## config.mk

```make
export PLATFORM = sky130hd
export DESIGN_NAME = epoch_seconds_to_calendar_date
export DESIGN_NICKNAME = d
export VERILOG_FILES = /design/src/rtl/ectd_pkg.sv /design/src/rtl/epoch_seconds_to_calendar_date.sv /design/src/rtl/ectd_datapath.sv /design/src/rtl/ectd_ctrl.sv
export SDC_FILE = /design/constraint.sdc
export NUM_CORES = 2
export LEC_CHECK = 0
export BUFFER_PORTS_ARGS = -buffer_cell sky130_fd_sc_hd__buf_4
export CORE_MARGIN = 8
export CORE_UTILIZATION = 46
export CTS_BUF_LIST = sky130_fd_sc_hd__clkbuf_8
export DETAILED_ROUTE_END_ITERATION = 7
export SETUP_SLACK_MARGIN = 0.2
export SLEW_MARGIN = 25
export SYNTH_ARGS = -nofsm -noshare
export SYNTH_HDL_FRONTEND = slang
export SYNTH_SLANG_ARGS = --single-unit
```

## constraint.sdc

```tcl
create_clock -name clk_i -period 8.7 [get_ports clk_i]
set_input_delay 0.87 -clock clk_i [delete_from_list [all_inputs] [get_ports clk_i]]
set_output_delay 0.87 -clock clk_i [all_outputs]
set_load 0.05 [all_outputs]
```

## src/rtl/ectd_pkg.sv

```systemverilog
// Shared types, constants and helper functions for the epoch-seconds to calendar converter.
`timescale 1ns / 1ps

package ectd_pkg;

  // Time unit constants.
  localparam logic [16:0] SECS_PER_DAY  = 17'd86400;
  localparam logic [16:0] SECS_PER_HOUR = 17'd3600;
  localparam logic [16:0] SECS_PER_MIN  = 17'd60;

  // Reciprocals for the three divisions. The day quotient is taken from the
  // timestamp shifted right by 7, since 86400 = 128 * 675. Each reciprocal is
  // rounded up and is exact over the range of its dividend.
  localparam logic [25:0] RECIP_DAY  = 26'd50903317;  // ceil(2^35 / 675)
  localparam logic [17:0] RECIP_HOUR = 18'd149131;    // ceil(2^29 / 3600)
  localparam logic [12:0] RECIP_MIN  = 13'd4370;      // ceil(2^18 / 60)

  // Calendar origin: 1970-01-01 was a Thursday (Monday is zero).
  localparam logic [11:0] BASE_YEAR     = 12'd1970;
  localparam logic [1:0]  BASE_YEAR_M4  = 2'd2;
  localparam logic [6:0]  BASE_YEAR_M100 = 7'd70;
  localparam logic [8:0]  BASE_YEAR_M400 = 9'd370;
  localparam logic [2:0]  BASE_WEEKDAY  = 3'd3;

  localparam logic [6:0]  LAST_M100 = 7'd99;
  localparam logic [8:0]  LAST_M400 = 9'd399;
  localparam logic [3:0]  MONTH_FEB = 4'd1;
  localparam logic [3:0]  MONTH_DEC = 4'd11;

  localparam logic [8:0]  DAYS_COMMON_YEAR = 9'd365;
  localparam logic [8:0]  DAYS_LEAP_YEAR   = 9'd366;

  // Which constant the shared divider works against.
  typedef enum logic [1:0] {
    DIV_DAY,
    DIV_HOUR,
    DIV_MIN
  } div_sel_e;

  // Commands from the controller to the datapath.
  typedef struct packed {
    logic     load;
    logic     div_start;
    div_sel_e div_sel;
    logic     div_step;
    logic     year_step;
    logic     month_step;
    logic     capture;
  } ectd_cmd_t;

  // Status from the datapath to the controller.
  typedef struct packed {
    logic div_last;
    logic year_done;
    logic month_done;
  } ectd_sts_t;

  // Length of a month in days; February follows the leap flag.
  function automatic logic [4:0] month_days(input logic [3:0] m, input logic leap);
    logic [4:0] d;
    case (m)
      4'd0:      d = 5'd31;
      MONTH_FEB: d = leap ? 5'd29 : 5'd28;
      4'd2:      d = 5'd31;
      4'd3:      d = 5'd30;
      4'd4:      d = 5'd31;
      4'd5:      d = 5'd30;
      4'd6:      d = 5'd31;
      4'd7:      d = 5'd31;
      4'd8:      d = 5'd30;
      4'd9:      d = 5'd31;
      4'd10:     d = 5'd30;
      4'd11:     d = 5'd31;
      default:   d = 5'd31;
    endcase
    return d;
  endfunction

endpackage

```

## src/rtl/epoch_seconds_to_calendar_date.sv

```systemverilog
// Top level of the epoch-seconds to Gregorian calendar date converter.
`timescale 1ns / 1ps

// Converts a 32-bit count of seconds since 1970-01-01 00:00:00 UTC, shifted by the
// whole-hour zone offset and saturated to the 32-bit range, into year, month, day,
// hour, minute, second and weekday (0 = Monday). One word is converted at a time:
// the time a conversion takes is set mostly by the year loop, which removes one year
// of 365 or 366 days per cycle (up to 136 years), then by the month loop (up to 11
// months), the day, hour and minute divisions by reciprocal multiplication, each a
// quotient step and a remainder step, the exits of the year and month loops, the step
// between the hour and minute divisions and the hand-over to the result register.
// The hand-over waits while the previous result is still stalled. A new input word
// is taken while the previous result still waits in the output register. The offset
// register is always ready and should be written only while no conversion is in flight.
module epoch_seconds_to_calendar_date import ectd_pkg::*; (
  input  logic        clk_i,
  input  logic        rst_ni,
  input  logic        cfg_valid_i,
  output logic        cfg_ready_o,
  input  logic [4:0]  cfg_data_i,
  input  logic        in_valid_i,
  output logic        in_stall_o,
  input  logic [31:0] epoch_seconds_i,
  output logic        out_valid_o,
  input  logic        out_stall_i,
  output logic [11:0] year_o,
  output logic [3:0]  month_index_o,
  output logic [4:0]  day_of_month_o,
  output logic [4:0]  hour_of_day_o,
  output logic [5:0]  minute_of_hour_o,
  output logic [5:0]  second_of_minute_o,
  output logic [2:0]  weekday_o
);

  ectd_cmd_t cmd;
  ectd_sts_t sts;

  // The offset register takes a write in any cycle.
  assign cfg_ready_o = 1'b1;

  ectd_ctrl u_ctrl (
    .clk_i       (clk_i),
    .rst_ni      (rst_ni),
    .in_valid_i  (in_valid_i),
    .in_stall_o  (in_stall_o),
    .out_valid_o (out_valid_o),
    .out_stall_i (out_stall_i),
    .sts_i       (sts),
    .cmd_o       (cmd)
  );

  ectd_datapath u_datapath (
    .clk_i              (clk_i),
    .rst_ni             (rst_ni),
    .cfg_we_i           (cfg_valid_i && cfg_ready_o),
    .cfg_data_i         (cfg_data_i),
    .epoch_seconds_i    (epoch_seconds_i),
    .cmd_i              (cmd),
    .sts_o              (sts),
    .year_o             (year_o),
    .month_index_o      (month_index_o),
    .day_of_month_o     (day_of_month_o),
    .hour_of_day_o      (hour_of_day_o),
    .minute_of_hour_o   (minute_of_hour_o),
    .second_of_minute_o (second_of_minute_o),
    .weekday_o          (weekday_o)
  );

endmodule

```

## src/rtl/ectd_datapath.sv

```systemverilog
// Datapath: offset and saturation, shared reciprocal divider, year and month loops.
`timescale 1ns / 1ps

module ectd_datapath import ectd_pkg::*; (
  input  logic        clk_i,
  input  logic        rst_ni,
  input  logic        cfg_we_i,
  input  logic [4:0]  cfg_data_i,
  input  logic [31:0] epoch_seconds_i,
  input  ectd_cmd_t   cmd_i,
  output ectd_sts_t   sts_o,
  output logic [11:0] year_o,
  output logic [3:0]  month_index_o,
  output logic [4:0]  day_of_month_o,
  output logic [4:0]  hour_of_day_o,
  output logic [5:0]  minute_of_hour_o,
  output logic [5:0]  second_of_minute_o,
  output logic [2:0]  weekday_o
);

  logic [4:0]  zone_q;
  logic [31:0] rem_q, rem_d;
  logic        ph_q, ph_d;
  logic [15:0] quo_q, quo_d;
  logic [2:0]  wd_q, wd_d;
  div_sel_e    sel_q, sel_d;
  logic [11:0] yr_q, yr_d;
  logic [1:0]  y4_q, y4_d;
  logic [6:0]  y100_q, y100_d;
  logic [8:0]  y400_q, y400_d;
  logic [3:0]  mon_q, mon_d;
  logic [4:0]  day_q, day_d;
  logic [4:0]  hour_q, hour_d;

  // Time-zone offset register.
  always_ff @(posedge clk_i or negedge rst_ni) begin
    if (!rst_ni) begin
      zone_q <= '0;
    end else if (cfg_we_i) begin
      zone_q <= cfg_data_i;
    end
  end

  // Offset in seconds and saturation of the shifted timestamp to 32 bits.
  logic signed [17:0] zone_secs;
  logic signed [33:0] sum;
  logic [31:0]        sat;
  assign zone_secs = 18'(signed'(zone_q)) * signed'({1'b0, SECS_PER_HOUR});
  assign sum       = signed'({2'b00, epoch_seconds_i}) + 34'(zone_secs);
  always_comb begin
    if (sum[33]) begin
      sat = '0;
    end else if (sum[32]) begin
      sat = '1;
    end else begin
      sat = sum[31:0];
    end
  end

  // Division in two steps: first the quotient by reciprocal multiplication, then
  // the remainder by subtracting quotient times divisor.
  logic [16:0] divisor;
  logic [24:0] mul_a;
  logic [25:0] mul_b;
  logic [50:0] prod;
  logic [15:0] quo_rc;
  logic [32:0] qd;
  always_comb begin
    case (sel_q)
      DIV_DAY: begin
        divisor = SECS_PER_DAY;
        mul_a   = rem_q[31:7];
        mul_b   = RECIP_DAY;
      end
      DIV_HOUR: begin
        divisor = SECS_PER_HOUR;
        mul_a   = {8'b0, rem_q[16:0]};
        mul_b   = {8'b0, RECIP_HOUR};
      end
      DIV_MIN: begin
        divisor = SECS_PER_MIN;
        mul_a   = {13'b0, rem_q[11:0]};
        mul_b   = {13'b0, RECIP_MIN};
      end
      default: begin
        divisor = SECS_PER_MIN;
        mul_a   = {13'b0, rem_q[11:0]};
        mul_b   = {13'b0, RECIP_MIN};
      end
    endcase
  end
  assign prod = {26'b0, mul_a} * {25'b0, mul_b};
  always_comb begin
    case (sel_q)
      DIV_DAY:  quo_rc = prod[50:35];
      DIV_HOUR: quo_rc = prod[44:29];
      DIV_MIN:  quo_rc = prod[33:18];
      default:  quo_rc = prod[33:18];
    endcase
  end
  assign qd = {17'b0, quo_q} * {16'b0, divisor};

  // Day count modulo seven: eight is one modulo seven, so octal digits are summed.
  logic [5:0] wd_s1;
  logic [3:0] wd_s2;
  logic [2:0] wd_mod;
  assign wd_s1  = {3'b0, quo_q[2:0]} + {3'b0, quo_q[5:3]} + {3'b0, quo_q[8:6]}
                + {3'b0, quo_q[11:9]} + {3'b0, quo_q[14:12]} + {5'b0, quo_q[15]};
  assign wd_s2  = {1'b0, wd_s1[2:0]} + {1'b0, wd_s1[5:3]};
  assign wd_mod = (wd_s2 >= 4'd7) ? 3'(wd_s2 - 4'd7) : wd_s2[2:0];

  // Leap year from the running residues of the year counter.
  logic        leap;
  logic [8:0]  ylen;
  logic [4:0]  mlen;
  assign leap = ((y4_q == 2'd0) && (y100_q != 7'd0)) || (y400_q == 9'd0);
  assign ylen = leap ? DAYS_LEAP_YEAR : DAYS_COMMON_YEAR;
  assign mlen = month_days(mon_q, leap);

  assign sts_o.div_last   = ph_q;
  assign sts_o.year_done  = (quo_q < {7'b0, ylen});
  assign sts_o.month_done = (mon_q == MONTH_DEC) || (quo_q < {11'b0, mlen});

  // Next-state logic of the working registers.
  always_comb begin
    rem_d  = rem_q;
    ph_d   = ph_q;
    quo_d  = quo_q;
    wd_d   = wd_q;
    sel_d  = sel_q;
    yr_d   = yr_q;
    y4_d   = y4_q;
    y100_d = y100_q;
    y400_d = y400_q;
    mon_d  = mon_q;
    day_d  = day_q;
    hour_d = hour_q;
    if (cmd_i.load) begin
      rem_d  = sat;
      ph_d   = 1'b0;
      quo_d  = '0;
      wd_d   = '0;
      sel_d  = DIV_DAY;
      yr_d   = BASE_YEAR;
      y4_d   = BASE_YEAR_M4;
      y100_d = BASE_YEAR_M100;
      y400_d = BASE_YEAR_M400;
      mon_d  = '0;
    end else if (cmd_i.div_start) begin
      sel_d = cmd_i.div_sel;
      quo_d = '0;
      ph_d  = 1'b0;
      if (cmd_i.div_sel == DIV_HOUR) begin
        day_d = quo_q[4:0] + 5'd1;
      end else begin
        hour_d = quo_q[4:0];
      end
    end else if (cmd_i.div_step) begin
      ph_d = !ph_q;
      if (!ph_q) begin
        quo_d = quo_rc;
      end else begin
        rem_d = rem_q - qd[31:0];
        // The weekday residue is taken once the day count is known.
        if (sel_q == DIV_DAY) begin
          wd_d = wd_mod;
        end
      end
    end else if (cmd_i.year_step) begin
      quo_d  = quo_q - {7'b0, ylen};
      yr_d   = yr_q + 12'd1;
      y4_d   = y4_q + 2'd1;
      y100_d = (y100_q == LAST_M100) ? 7'd0 : y100_q + 7'd1;
      y400_d = (y400_q == LAST_M400) ? 9'd0 : y400_q + 9'd1;
    end else if (cmd_i.month_step) begin
      quo_d = quo_q - {11'b0, mlen};
      mon_d = mon_q + 4'd1;
    end
  end

  always_ff @(posedge clk_i) begin
    rem_q  <= rem_d;
    ph_q   <= ph_d;
    quo_q  <= quo_d;
    wd_q   <= wd_d;
    sel_q  <= sel_d;
    yr_q   <= yr_d;
    y4_q   <= y4_d;
    y100_q <= y100_d;
    y400_q <= y400_d;
    mon_q  <= mon_d;
    day_q  <= day_d;
    hour_q <= hour_d;
  end

  // Output word register, loaded when the controller hands over a result.
  logic [3:0] wd_off;
  assign wd_off = {1'b0, wd_q} + {1'b0, BASE_WEEKDAY};
  always_ff @(posedge clk_i) begin
    if (cmd_i.capture) begin
      year_o             <= yr_q;
      month_index_o      <= mon_q;
      day_of_month_o     <= day_q;
      hour_of_day_o      <= hour_q;
      minute_of_hour_o   <= quo_q[5:0];
      second_of_minute_o <= rem_q[5:0];
      weekday_o          <= (wd_off >= 4'd7) ? 3'(wd_off - 4'd7) : wd_off[2:0];
    end
  end

endmodule

```

## src/rtl/ectd_ctrl.sv

```systemverilog
// Controller: sequences the division, year and month loops and the output handshake.
`timescale 1ns / 1ps

module ectd_ctrl import ectd_pkg::*; (
  input  logic      clk_i,
  input  logic      rst_ni,
  input  logic      in_valid_i,
  output logic      in_stall_o,
  output logic      out_valid_o,
  input  logic      out_stall_i,
  input  ectd_sts_t sts_i,
  output ectd_cmd_t cmd_o
);

  localparam logic [2:0] S_IDLE   = 3'd0;
  localparam logic [2:0] S_DAY    = 3'd1;
  localparam logic [2:0] S_YEAR   = 3'd2;
  localparam logic [2:0] S_MONTH  = 3'd3;
  localparam logic [2:0] S_HOUR   = 3'd4;
  localparam logic [2:0] S_MSTART = 3'd5;
  localparam logic [2:0] S_MIN    = 3'd6;
  localparam logic [2:0] S_DONE   = 3'd7;

  logic [2:0] state_q, state_d;
  logic       out_valid_q, out_valid_d;
  logic       out_free;

  assign in_stall_o  = (state_q != S_IDLE);
  assign out_valid_o = out_valid_q;
  assign out_free    = !out_valid_q || !out_stall_i;

  // State transitions and commands.
  always_comb begin
    state_d = state_q;
    cmd_o   = '0;
    cmd_o.div_sel = DIV_HOUR;
    out_valid_d = out_valid_q && out_stall_i;
    case (state_q)
      S_IDLE: begin
        if (in_valid_i) begin
          cmd_o.load = 1'b1;
          state_d    = S_DAY;
        end
      end
      S_DAY: begin
        cmd_o.div_step = 1'b1;
        if (sts_i.div_last) begin
          state_d = S_YEAR;
        end
      end
      S_YEAR: begin
        if (sts_i.year_done) begin
          state_d = S_MONTH;
        end else begin
          cmd_o.year_step = 1'b1;
        end
      end
      S_MONTH: begin
        if (sts_i.month_done) begin
          cmd_o.div_start = 1'b1;
          cmd_o.div_sel   = DIV_HOUR;
          state_d         = S_HOUR;
        end else begin
          cmd_o.month_step = 1'b1;
        end
      end
      S_HOUR: begin
        cmd_o.div_step = 1'b1;
        if (sts_i.div_last) begin
          state_d = S_MSTART;
        end
      end
      S_MSTART: begin
        cmd_o.div_start = 1'b1;
        cmd_o.div_sel   = DIV_MIN;
        state_d         = S_MIN;
      end
      S_MIN: begin
        cmd_o.div_step = 1'b1;
        if (sts_i.div_last) begin
          state_d = S_DONE;
        end
      end
      S_DONE: begin
        if (out_free) begin
          cmd_o.capture = 1'b1;
          out_valid_d   = 1'b1;
          state_d       = S_IDLE;
        end
      end
      default: begin
        state_d = S_IDLE;
      end
    endcase
  end

  always_ff @(posedge clk_i or negedge rst_ni) begin
    if (!rst_ni) begin
      state_q     <= S_IDLE;
      out_valid_q <= 1'b0;
    end else begin
      state_q     <= state_d;
      out_valid_q <= out_valid_d;
    end
  end

endmodule
```

==> impl_results.md <==
- Status: finished, final reports clean
- Count of final setup violators: 0
- Reg clk slew, reported paths: 110 ps
- Critical path's top delay family: adder cells
- Vias in the first global route: 24400
- DR WL/cell: 18.7 um
- Finished Cell Area: 0.0338 mm2
- Critical Path Start Type: register
- Number of I/O pins: 86
- Max incr delay on CP: 560 ps
- Worst-margin pin slew: 1050 ps
- Post-synth EDFFs: 83
- Biggest area consumer among synthesized cells: fa_1
- DRC: 0
- Root Buffer: clkbuf_8
- Worst Path Arrival: 8580 ps
- Most common cell after layout, fill and taps aside: inv_1
- Max_cap viols: 0
- Share of the synthesized area in the top cell type: 33.5%
- GR Util met2: 36.9%
- CTS Hold Bufs: 0
- DP HPWL: 71200 um
- Vias per cell: 5.19
- TNS Setup: 0 ps
- Path type of the worst min-delay path: input pin to asynchronous set/reset pin
- Post-CTS Setup Repair Bufs: 0
- Clk_lat worst skew: 520 ps
- CP max stage cell: fa_1
- Crit path top cell by count: fa_1
- Ranking of synthesized cells by area: fa_1 33%, ha_1 20%, inv_1 10%
- CTS tree: done
- DR vias: 22700
- Worst Path Required: 9120 ps
- Initial Util: 46.1%
- Final wirelength: 81700 um
- H-Tree Depth: 4
- CP Capture Type: register
- Antenna Nets Post-Route: 0
- Pin count of the biggest net entering global routing: 47
- Commonest non-fill, non-tap cells in the layout: 852 x inv_1, 525 x fa_1, 492 x ha_1
- Synth Instances: 3352
- Primary FF master, synth: edfxtp_1
- Final Hold Viols: 0
- Final Skew: 32.7 ps
- 1st-iter DRT viols: 1410
- DRT Pass-1 Iters: 5
- # port buffers: 84
- Min Tclk post-route: 8160 ps
- Share of layout cells above drive strength 1: 6.19%
- Core Rows: 96
- DP Area: 0.0334 mm2
- Mapped Avg Cell Area: 9.37 um2
- Area growth from synthesis to layout: 7.72%
- Unrepaired setup endpoints after global routing: false
- Final worst-path cycle share: 93.8%
- Die Y-Extent: 277 um
- Busiest grt layer: met2
- Syn Std Cell Area: 0.0314 mm2
- Aggregate global routing overflow: 0
- Yosys warning count: 0
- Setup CP Type: register to register
- Number of antenna violations at the first check in global routing: 2
- Async SR Flop Fraction: 6.08%
- Placeable Area: 0.0681 mm2
- Chip width: 277 um
- First-pass GRT wire length: 133000 um
- Worst Path Buf+Inv: 8
- Layout Nets: 4538
- Worst reg2reg startpoint: u_datapath.sel_q[0]
- Crit. Startpoint: u_datapath.sel_q[0]
- Die Area: 0.0769 mm2
- # clock sinks: 148
- CP max FO: 46
- Number of synthesized register bits: 148
- Routability cong.: 0.943
- Synth cell types: 94
- Register area share after synthesis: 12.2%
- Peak Freq: 0.123 GHz
- CTS buffer count: 17
- Met3 GRT Util: 3.61%
- Global router's overall resource usage: 22.0%
- Slew margin rel.: 29.7%
- M1 GR Usage: 29.6%
- Deepest clock path buffer count: 2
- Final Slew Violations: 0
-- flip-flops by register name, indices dropped and copies added, names as in the netlist --
name and count:
u_datapath.quo_q 16, u_datapath.ph_q 1, u_datapath.wd_q 3, u_datapath.yr_q 12, u_datapath.rem_q 32, u_datapath.hour_of_day_o 5, u_datapath.hour_q 5, u_datapath.y400_q 9
u_ctrl.out_valid_o 1, u_datapath.zone_q 5, u_datapath.sel_q 2, u_datapath.y4_q 2, u_ctrl.state_q 3, u_datapath.second_of_minute_o 6, u_datapath.y100_q 7, u_datapath.mon_q 4
u_datapath.weekday_o 3, u_datapath.year_o 12, u_datapath.month_index_o 4, u_datapath.minute_of_hour_o 6, u_datapath.day_q 5, u_datapath.day_of_month_o 5
-- final timing paths --
| path | cells after the start | slack (ps) | endpoint |
|---|---|---|---|
| min reg2reg | 0 | 420 | u_datapath.day_of_month_o[1] |
| max | 29 | 540 | u_datapath.quo_q[13] |
| min in group clk_i | 0 | 420 | u_datapath.day_of_month_o[1] |
| max reg2reg | 29 | 540 | u_datapath.quo_q[13] |
| max in group asynchronous | 1 | 8350 | u_ctrl.state_q[0] |
| min | 1 | 190 | u_datapath.zone_q[4] |
-- synthesized netlist by cell type (4+ instances only) --
library cell    n
nand2b_1       15
nor3b_1         8
xnor2_1        60
clkbuf_1       46
mux2i_1         7
a21oi_1       150
xor2_1         61
nor3_1         34
o31ai_1         5
o211ai_1       12
a211oi_1       17
fa_1          525
or2_2           4
and2_1          9
o211a_1         5
edfxtp_1       83
nor2_1        156
buf_2          18
dfrtp_1         9
nor4_1          6
buf_1          10
o21bai_1       16
or3_1           6
o21ai_1        21
o21ai_0        80
a31oi_1        20
inv_1         852
nor2b_1        18
nand4_1        20
o21a_1         26
nand2_1       235
ha_1          492
a211o_1         5
dfxtp_1        56
a221oi_1        6
a21oi_2         5
o221ai_1        6
nand3b_1        4
and3_1         24
a21o_1         51
o22ai_1        35
nand3_1        49
a311oi_1        6
-- cell families after synthesis --
logic type / after synthesis / synth area share (%)
AND/OR/NAND/NOR: 604 / 8.77
AO/OA/AOI/OAI: 518 / 10.9
adder cells (fa/ha/maj): 1017 / 53.1
buffers and inverters: 931 / 11.3
flip-flops: 148 / 12.2
multiplexers: 10 / 0.331
XOR/XNOR: 122 / 3.43
other: 2 / 0.0239
-- stage by stage --
stage | utilization [%] | hold slack (ps) | worst slack [ps] | std cells
2_1_floorplan | - | 400 | 1330 | 3405
3_3_place_gp | 49.1 | 401 | 395 | 4342
3_5_place_dp | 49.1 | 407 | 412 | 4342
4_1_cts | 49.7 | 149 | 333 | 4374
5_1_grt | 49.7 | 156 | 244 | 4375
6_report | 49.7 | 186 | 542 | 4375
-- routing by layer --
layer	up-vias	part of all wire, %
li1	10900	-
met2	536	48
met5	-	0
met1	11200	44
met4	0	2.1
met3	103	5.6
-- worst register-to-register path: cells and delay by family (launching register included) --
| family | cells | cell delay, ps |
|---|---|---|
| DFF | 1 | 320 |
| and+or+nand+nor | 4 | 850 |
| adders and majority gates | 8 | 3810 |
| AOI/OAI and AO/OA | 9 | 1920 |
| buffers and inverters | 8 | 1180 |
-- area by class of cell --
class	count	area, um2
diodes	1	2.50
clock buffers	17	234
clock inverters	15	146
fillers	6580	34300
inverters	853	3200
multi-input cells	2326	24300
flip-flops and latches	148	3840
well taps	882	1100
repair buffers	133	1010
-- what timing repair did --
action | CTS | global route
endpoints found under the setup margin | 0 | 5
resized for setup | 0 | 1
endpoints found under the hold margin | 0 | 0
Power is left out: the tool's default activity adds up to more than one toggle a clock period on the data nets, which glitch-free logic cannot reach.
